[src/mts_pkg.sv]
`timescale 1ns / 1ps

package mts_pkg;

    localparam int MTS_DEPTH = 64;
    localparam int ENTRY_W   = 34;
    localparam int VALUE_W   = 32;

    typedef logic [1:0]                t_func;
    typedef logic [1:0]                t_status;
    typedef logic signed [VALUE_W-1:0] t_value;
    typedef logic signed [ENTRY_W-1:0] t_entry;

    localparam t_func FUNC_PUSH = 2'd0;
    localparam t_func FUNC_POP  = 2'd1;
    localparam t_func FUNC_MIN  = 2'd2;

    localparam t_status ST_OK    = 2'd0;
    localparam t_status ST_EMPTY = 2'd1;
    localparam t_status ST_FULL  = 2'd2;

    localparam t_value VALUE_MAX = 32'sh7FFF_FFFF;

    typedef struct packed {
        t_value  value;
        t_status status;
    } t_result;

endpackage

[src/mts_if.sv]
`timescale 1ns / 1ps

interface mts_in_if;
    import mts_pkg::*;

    logic   valid;
    logic   ready;
    t_func  func;
    t_value push_value;

    modport source (output valid, output func, output push_value, input ready);
    modport sink   (input valid, input func, input push_value, output ready);
endinterface

interface mts_out_if;
    import mts_pkg::*;

    logic    valid;
    logic    ready;
    t_value  result_value;
    t_status status;

    modport source (output valid, output result_value, output status, input ready);
    modport sink   (input valid, input result_value, input status, output ready);
endinterface

[src/mts_mem.sv]
`timescale 1ns / 1ps

module mts_mem #(
    parameter int DEPTH = mts_pkg::MTS_DEPTH,
    parameter int AW    = (DEPTH > 1) ? $clog2(DEPTH) : 1
) (
    input  logic                  i_clk,
    input  logic                  i_we,
    input  logic [AW-1:0]         i_waddr,
    input  mts_pkg::t_entry       i_wdata,
    input  logic                  i_re,
    input  logic [AW-1:0]         i_raddr,
    output mts_pkg::t_entry       o_rdata
);
    import mts_pkg::*;

    t_entry r_mem [DEPTH];
    t_entry r_rdata;

    always_ff @(posedge i_clk) begin
        if (i_we) begin
            r_mem[i_waddr] <= i_wdata;
        end
    end

    always_ff @(posedge i_clk) begin
        if (i_re) begin
            r_rdata <= r_mem[i_raddr];
        end
    end

    assign o_rdata = r_rdata;

endmodule

[src/mts_outq.sv]
`timescale 1ns / 1ps

module mts_outq (
    input  logic             i_clk,
    input  logic             i_rst_n,
    input  logic             i_push,
    input  mts_pkg::t_result i_item,
    output logic             o_full,
    mts_out_if.source        o_res
);
    import mts_pkg::*;

    t_result    r_q [2];
    logic [1:0] r_cnt;
    logic [1:0] n_cnt;
    logic       w_pop;
    logic [1:0] w_wpos;

    assign w_pop  = o_res.valid && o_res.ready;
    assign w_wpos = r_cnt - {1'b0, w_pop};
    assign n_cnt  = r_cnt + {1'b0, i_push} - {1'b0, w_pop};

    always_ff @(posedge i_clk) begin
        if (!i_rst_n) begin
            r_cnt <= 2'd0;
        end else begin
            r_cnt <= n_cnt;
        end
    end

    // shift first, then the new item lands behind whatever remains
    always_ff @(posedge i_clk) begin
        if (i_push && (w_wpos[0] == 1'b0)) begin
            r_q[0] <= i_item;
        end else if (w_pop) begin
            r_q[0] <= r_q[1];
        end
        if (i_push && w_wpos[0]) begin
            r_q[1] <= i_item;
        end
    end

    assign o_full             = r_cnt[1];
    assign o_res.valid        = (r_cnt != 2'd0);
    assign o_res.result_value = r_q[0].value;
    assign o_res.status       = r_q[0].status;

endmodule

[src/min_tracking_stack_unit.sv]
`timescale 1ns / 1ps

// channel  | dir | fields                  | notes
// ---------+-----+-------------------------+-------------------------------
// i_cmd    | in  | func, push_value        | push, pop or minimum query
// o_res    | out | result_value, status    | one item per command, in order
//
// Push, query and error commands finish in the accept cycle; a pop finishes
// in S_POP because the top entry comes from the entry memory's registered read.
// A two-deep result queue holds finished items; commands are taken outside
// S_POP while it has room, so a stalled sink blocks i_cmd only after two results pile up.
// Reset: synchronous, active low; empties the stack and sets the minimum to
// the largest signed value. Entry memory contents are not cleared.

module min_tracking_stack_unit #(
    parameter int DEPTH = mts_pkg::MTS_DEPTH
) (
    input  logic      i_clk,
    input  logic      i_rst_n,
    mts_in_if.sink    i_cmd,
    mts_out_if.source o_res
);
    import mts_pkg::*;

    localparam int AW = (DEPTH > 1) ? $clog2(DEPTH) : 1;
    localparam int FW = $clog2(DEPTH + 1);

    typedef enum logic [1:0] {
        S_IDLE = 2'b01,
        S_POP  = 2'b10
    } t_state;

    t_state        r_state, n_state;
    logic [FW-1:0] r_fill, n_fill;
    t_value        r_min, n_min;

    logic          w_acc;
    logic          w_full;
    logic          w_empty;
    logic          w_stack_full;
    logic          w_we;
    logic [AW-1:0] w_waddr;
    t_entry        w_wdata;
    logic          w_re;
    logic [FW-1:0] w_fill_m1;
    t_entry        w_rdata;
    t_entry        w_min_ext;
    t_entry        w_x_ext;
    t_entry        w_restore;
    logic          w_qpush;
    t_result       w_item;

    assign w_empty      = (r_fill == '0);
    assign w_stack_full = (r_fill >= FW'(DEPTH));
    assign w_fill_m1    = r_fill - 1'b1;
    assign i_cmd.ready  = (r_state == S_IDLE) && !w_full;
    assign w_acc        = i_cmd.valid && i_cmd.ready;
    assign w_min_ext    = {{(ENTRY_W-VALUE_W){r_min[VALUE_W-1]}}, r_min};
    assign w_x_ext      = {{(ENTRY_W-VALUE_W){i_cmd.push_value[VALUE_W-1]}},
                           i_cmd.push_value};
    assign w_restore    = {w_min_ext[ENTRY_W-2:0], 1'b0} - w_rdata;
    assign w_waddr      = r_fill[AW-1:0];
    assign w_re         = w_acc && (i_cmd.func == FUNC_POP) && !w_empty;

    always_comb begin
        n_state = r_state;
        n_fill  = r_fill;
        n_min   = r_min;
        w_we    = 1'b0;
        w_wdata = w_x_ext;
        w_qpush = 1'b0;
        w_item  = '{value: '0, status: ST_OK};
        unique case (r_state)
            S_IDLE: begin
                if (w_acc) begin
                    case (i_cmd.func)
                        FUNC_PUSH: begin
                            w_qpush = 1'b1;
                            if (w_stack_full) begin
                                w_item.status = ST_FULL;
                            end else begin
                                w_we   = 1'b1;
                                n_fill = r_fill + 1'b1;
                                if (w_empty) begin
                                    n_min = i_cmd.push_value;
                                end else if (i_cmd.push_value < r_min) begin
                                    // marked entry: 2x - min sits below the new minimum
                                    w_wdata = {w_x_ext[ENTRY_W-2:0], 1'b0} - w_min_ext;
                                    n_min   = i_cmd.push_value;
                                end
                            end
                        end
                        FUNC_POP: begin
                            if (w_empty) begin
                                w_qpush       = 1'b1;
                                w_item.status = ST_EMPTY;
                            end else begin
                                n_state = S_POP;
                            end
                        end
                        FUNC_MIN: begin
                            w_qpush = 1'b1;
                            if (w_empty) begin
                                w_item.status = ST_EMPTY;
                            end else begin
                                w_item.value = r_min;
                            end
                        end
                        default: begin
                            w_qpush = 1'b1;
                        end
                    endcase
                end
            end
            S_POP: begin
                w_qpush = 1'b1;
                n_fill  = w_fill_m1;
                n_state = S_IDLE;
                if (w_rdata >= w_min_ext) begin
                    w_item.value = w_rdata[VALUE_W-1:0];
                end else begin
                    w_item.value = r_min;
                    n_min        = w_restore[VALUE_W-1:0];
                end
            end
            default: begin
                n_state = S_IDLE;
            end
        endcase
    end

    always_ff @(posedge i_clk) begin
        if (!i_rst_n) begin
            r_state <= S_IDLE;
            r_fill  <= '0;
            r_min   <= VALUE_MAX;
        end else begin
            r_state <= n_state;
            r_fill  <= n_fill;
            r_min   <= n_min;
        end
    end

    mts_mem #(
        .DEPTH (DEPTH),
        .AW    (AW)
    ) u_mem (
        .i_clk   (i_clk),
        .i_we    (w_we),
        .i_waddr (w_waddr),
        .i_wdata (w_wdata),
        .i_re    (w_re),
        .i_raddr (w_fill_m1[AW-1:0]),
        .o_rdata (w_rdata)
    );

    mts_outq u_outq (
        .i_clk   (i_clk),
        .i_rst_n (i_rst_n),
        .i_push  (w_qpush),
        .i_item  (w_item),
        .o_full  (w_full),
        .o_res   (o_res)
    );

`ifndef SYNTHESIS
    a_pop_follows_read: assert property (@(posedge i_clk) disable iff (!i_rst_n)
        (r_state == S_POP) |-> $past(w_re))
        else $error("pop state entered without a memory read");

    a_fill_bound: assert property (@(posedge i_clk) disable iff (!i_rst_n)
        r_fill <= FW'(DEPTH))
        else $error("fill count beyond depth");

    a_full_push_holds: assert property (@(posedge i_clk) disable iff (!i_rst_n)
        (w_acc && (i_cmd.func == FUNC_PUSH) && w_stack_full)
            |=> ($stable(r_fill) && $stable(r_min)))
        else $error("push on full stack changed state");

    a_pop_shrinks: assert property (@(posedge i_clk) disable iff (!i_rst_n)
        (r_state == S_POP) |=> (r_fill == $past(r_fill) - 1'b1))
        else $error("pop did not shrink the stack");
`endif

endmodule
[src/flat_wrapper.sv]
// flat-port wrapper written by rule: the top's interface ports become plain ports
module min_tracking_stack_unit_flat import mts_pkg::*;
#(
    parameter int DEPTH = mts_pkg::MTS_DEPTH
)
  (i_clk, i_rst_n, i_cmd_valid, i_cmd_func, i_cmd_push_value, i_cmd_ready, o_res_valid, o_res_result_value, o_res_status, o_res_ready);
  mts_in_if i_cmd_i ();
  mts_out_if o_res_i ();
  input  logic i_clk;
  input  logic i_rst_n;
  input wire logic [$bits(i_cmd_i.valid)-1:0] i_cmd_valid;
  input wire logic [$bits(i_cmd_i.func)-1:0] i_cmd_func;
  input wire logic [$bits(i_cmd_i.push_value)-1:0] i_cmd_push_value;
  output wire logic [$bits(i_cmd_i.ready)-1:0] i_cmd_ready;
  output wire logic [$bits(o_res_i.valid)-1:0] o_res_valid;
  output wire logic [$bits(o_res_i.result_value)-1:0] o_res_result_value;
  output wire logic [$bits(o_res_i.status)-1:0] o_res_status;
  input wire logic [$bits(o_res_i.ready)-1:0] o_res_ready;
  assign i_cmd_i.valid = i_cmd_valid;
  assign i_cmd_i.func = i_cmd_func;
  assign i_cmd_i.push_value = i_cmd_push_value;
  assign i_cmd_ready = i_cmd_i.ready;
  assign o_res_valid = o_res_i.valid;
  assign o_res_result_value = o_res_i.result_value;
  assign o_res_status = o_res_i.status;
  assign o_res_i.ready = o_res_ready;
  min_tracking_stack_unit #(.DEPTH(DEPTH)) u_core (.i_clk(i_clk), .i_rst_n(i_rst_n), .i_cmd(i_cmd_i), .o_res(o_res_i));
endmodule
[config.mk]
export PLATFORM = sky130hd
export DESIGN_NAME = min_tracking_stack_unit_flat
export DESIGN_NICKNAME = d
export VERILOG_FILES = /design/src/mts_pkg.sv /design/src/mts_if.sv /design/src/mts_mem.sv /design/src/mts_outq.sv /design/src/min_tracking_stack_unit.sv /design/src/flat_wrapper.sv
export SDC_FILE = /design/constraint.sdc
export NUM_CORES = 2
export LEC_CHECK = 0
export BUFFER_PORTS_ARGS = -buffer_cell sky130_fd_sc_hd__buf_2
export CORE_ASPECT_RATIO = 0.7
export CORE_MARGIN = 2
export CORE_UTILIZATION = 55
export DETAILED_ROUTE_END_ITERATION = 6
export PLACE_DENSITY = 0.73
export SLEW_MARGIN = 10
export SYNTH_ARGS = -nofsm -noshare
export SYNTH_HDL_FRONTEND = slang
export SYNTH_SLANG_ARGS = --single-unit
[constraint.sdc]
create_clock -name i_clk -period 7.14 [get_ports i_clk]
set_clock_uncertainty 0.2 [all_clocks]
set_input_delay 1.071 -clock i_clk [delete_from_list [all_inputs] [get_ports i_clk]]
set_output_delay 1.071 -clock i_clk [all_outputs]
set_load 0.03 [all_outputs]
==> run_results.csv <==
group,metric,value,unit
clock_tree,cts.sinks,2321,
die,ios,74,
critical_path,rrSetupSlack,1.90,ns
power,leakagePower,33.1,nW
critical_path,required,7.52,ns
place,dp_slack,1.30,ns
cells_and_area,syn_to_final_growth,11.1,%
clock_tree,ctsHoldBuffers,0,
clock_tree,cts_resized,0,
die,dieWidth,498,um
cells_and_area,mostFrequentLayoutCell,"edfxtp_1",
sta,grt_setup_unrepaired,"false",
clock_tree,insertion_delay,0.85,ns
sta,period_needed,5.24,ns
critical_path,worst-setup-path-type,"reg2reg",
sta,worstMarginPinSlew,1.38,ns
die,dieHeight,350,um
logic_synthesis,synth-main-ff-cell,"edfxtp_1",
sta,setup_slack,1.90,ns
flow_run,maxCapViolations,0,
grt,grt_max_degree,111,
cells_and_area,layout_common_cells,"edfxtp_1, mux4_2, clkbuf_16, ha_1, buf_4",
logic_synthesis,yosys_warnings,0,
route,route.detailed.drc,0,
logic_synthesis,synth_edf_count,2278,
cells_and_area,nets,4736,
route,wire_per_inst,37.2,um
route,dr.pass1.iters,5,
status,status,"finished, final reports clean",
grt,antenna_found_initial,19,
sta,drv_slew,0,
critical_path,end_kind,"flip-flop",
logic_synthesis,ys_types,70,
logic_synthesis,syn-num-nets,4565,
logic_synthesis,synth_area,94100,sq um
sta,finalHoldViolCount,0,
logic_synthesis,synth-seq-cells,2321,
route,antenna_left,0,
die,core-area,169000,sq um
die,num_rows,126,
clock_tree,cts_htree_levels,4,
place,place_congestion,0.909,
clock_tree,cts_max_path_buffers,3,
sta,relSlewSlack,7.80,%
clock_tree,clk_pin_slew,0.07,ns
grt,overflow,0,
critical_path,worstPathArrival,5.62,ns
clock_tree,cts-root-buf,"clkbuf_16",
power,pwr_density_cell,285,nW/um^2
logic_synthesis,synth-seq-area-share,73.6,%
grt,grt_pass1_wl,362000,um
place,placedInstanceArea,98500,sq um
route,vias,48851,
logic_synthesis,synthCells,4387,
critical_path,cp-start-kind,"flip-flop",
sta,setup_viol,0,
sta,finalCritPeriodShare,73.4,%
logic_synthesis,syn_avg_cell_area,21.5,sq um
grt,first_global_vias,46677,
cells_and_area,post_route_cells_drive_above_1_share,28.4,%
place,hpwl,148000,um
route,drtIter0Drc,8891,
cells_and_area,final_area,105000,sq um
route,routed_wl,259000,um
clock_tree,cts-buffers-inserted,197,
min_path,hold_path.class,"reg2reg",
sta,fmax,0.191,GHz
place,port_buffers,73,
die,start_util,55.6,%
clock_tree,tritoncts,"built",
power,ir_drop,221,uV
route,via_per_inst,7.02,
clock_tree,cts_setup_buffers,0,
logic_synthesis,async_flop_share,0,%
die,dieArea,175000,sq um
grt,grt_use_total,29.8,%
sta,setup_tns,0,ns
critical_path,path_max_fanout,54,
==> through the flow <==
| step | util [%] | power (mW) | hold slack (ns) | instances |
|---|---|---|---|---|
| floorplan | - | 18.3 | 0.297 | 4387 |
| global placement | 58.2 | 19.6 | 0.311 | 6597 |
| detailed placement | 58.2 | 19.7 | 0.328 | 6597 |
| CTS | 61.7 | 29.8 | 0.344 | 6950 |
| global route | 61.8 | 30.6 | 0.364 | 6952 |
| finish | 61.8 | 29.8 | 0.344 | 6956 |
==> kinds of logic after synthesis <==
logic type	count (synthesis)	synth area share (%)
xor gates and xnor gates	59	0.549
buffers and inverters	335	1.49
DFF	2321	73.6
adders and majority gates	140	1.88
and+or+nand+nor	358	1.81
muxes	742	17.4
AOI/OAI and AO/OA	432	3.28
==> layer usage <==
metal  GRT usage (%)  up-vias  share of wire [%]
li1                -    18852                  -
met1            44.6    25661                 38
met2            42.4     3898                 44
met5               0        -              0.015
met4            10.0        6                3.4
met3            8.99      434                 15
==> path summary, 6_finish.rpt <==
kind / start / cells past startpoint / to
worst max-delay path: u_core.r_fill[0]$_SDFFE_PN0P_ / 7 / u_core.u_mem.o_rdata[17]$_DFFE_PP_
worst min-delay path: u_core.r_state[1]$_SDFFE_PN0P_ / 1 / u_core.r_state[1]$_SDFFE_PN0P_
worst max register to register: u_core.r_fill[0]$_SDFFE_PN0P_ / 7 / u_core.u_mem.o_rdata[17]$_DFFE_PP_
worst min register to register: u_core.r_state[1]$_SDFFE_PN0P_ / 1 / u_core.r_state[1]$_SDFFE_PN0P_
==> state kept, by name, summed over array words and instances (netlist names) <==
| signal | flops |
|---|---|
| u_core.u_mem.r_mem | 2176 |
| u_core.r_fill | 7 |
| u_core.u_outq.r_cnt | 2 |
| u_core.r_state | 2 |
| u_core.u_mem.o_rdata | 34 |
| u_core.u_outq.r_q | 68 |
| u_core.r_min | 32 |
==> final cells by class <==
type	count	area, sq um
timing repair buffer	224	1760
clock buffer	232	5060
clock inverter	121	1010
tap	2240	2800
antenna	4	10.0
inverter	83	312
fill	11299	64700
multi-input combinational	1731	24400
sequential	2321	69300
==> critical path: stages (launching register included) <==
cell and delay, ns:
dfxtp_4 0.98, inv_1 0.37, ha_4 1.12, buf_12 0.33
buf_4 0.40, mux4_2 0.40, mux4_2 0.54, mux4_2 0.53
==> synthesized netlist by cell type (16+ instances only) <==
library cell  number  area (sq um)
edfxtp_1        2278         68400
inv_1             83           312
clkbuf_1         162           608
a22o_1            64           561
mux4_2           714         16100
nor2_1           115           432
o211ai_1          31           233
mux2i_1           21           210
buf_4             34           255
nor3_1            22           110
o21ai_0           66           330
nand2_1           94           353
dfxtp_1           43           861
a21o_1            96           721
xnor2_1           34           298
nand2b_1          17           106
ha_1             138          1730
nand4_1           25           156
nand3_1           17          85.1
xor2_1            25           219
buf_1             45           169
o21a_1            16           120
a21oi_1           75           375
==> where the power goes <==
group / internal, mW / switching [mW] / leakage (nW)
Clock: 5.48 / 4.90 / 2.96
Sequential: 15.3 / 0.0850 / 20.9
Combinational: 1.57 / 2.52 / 9.24
Total: 22.3 / 7.51 / 33.1
Note: power is estimated with default switching activity, not from simulation.
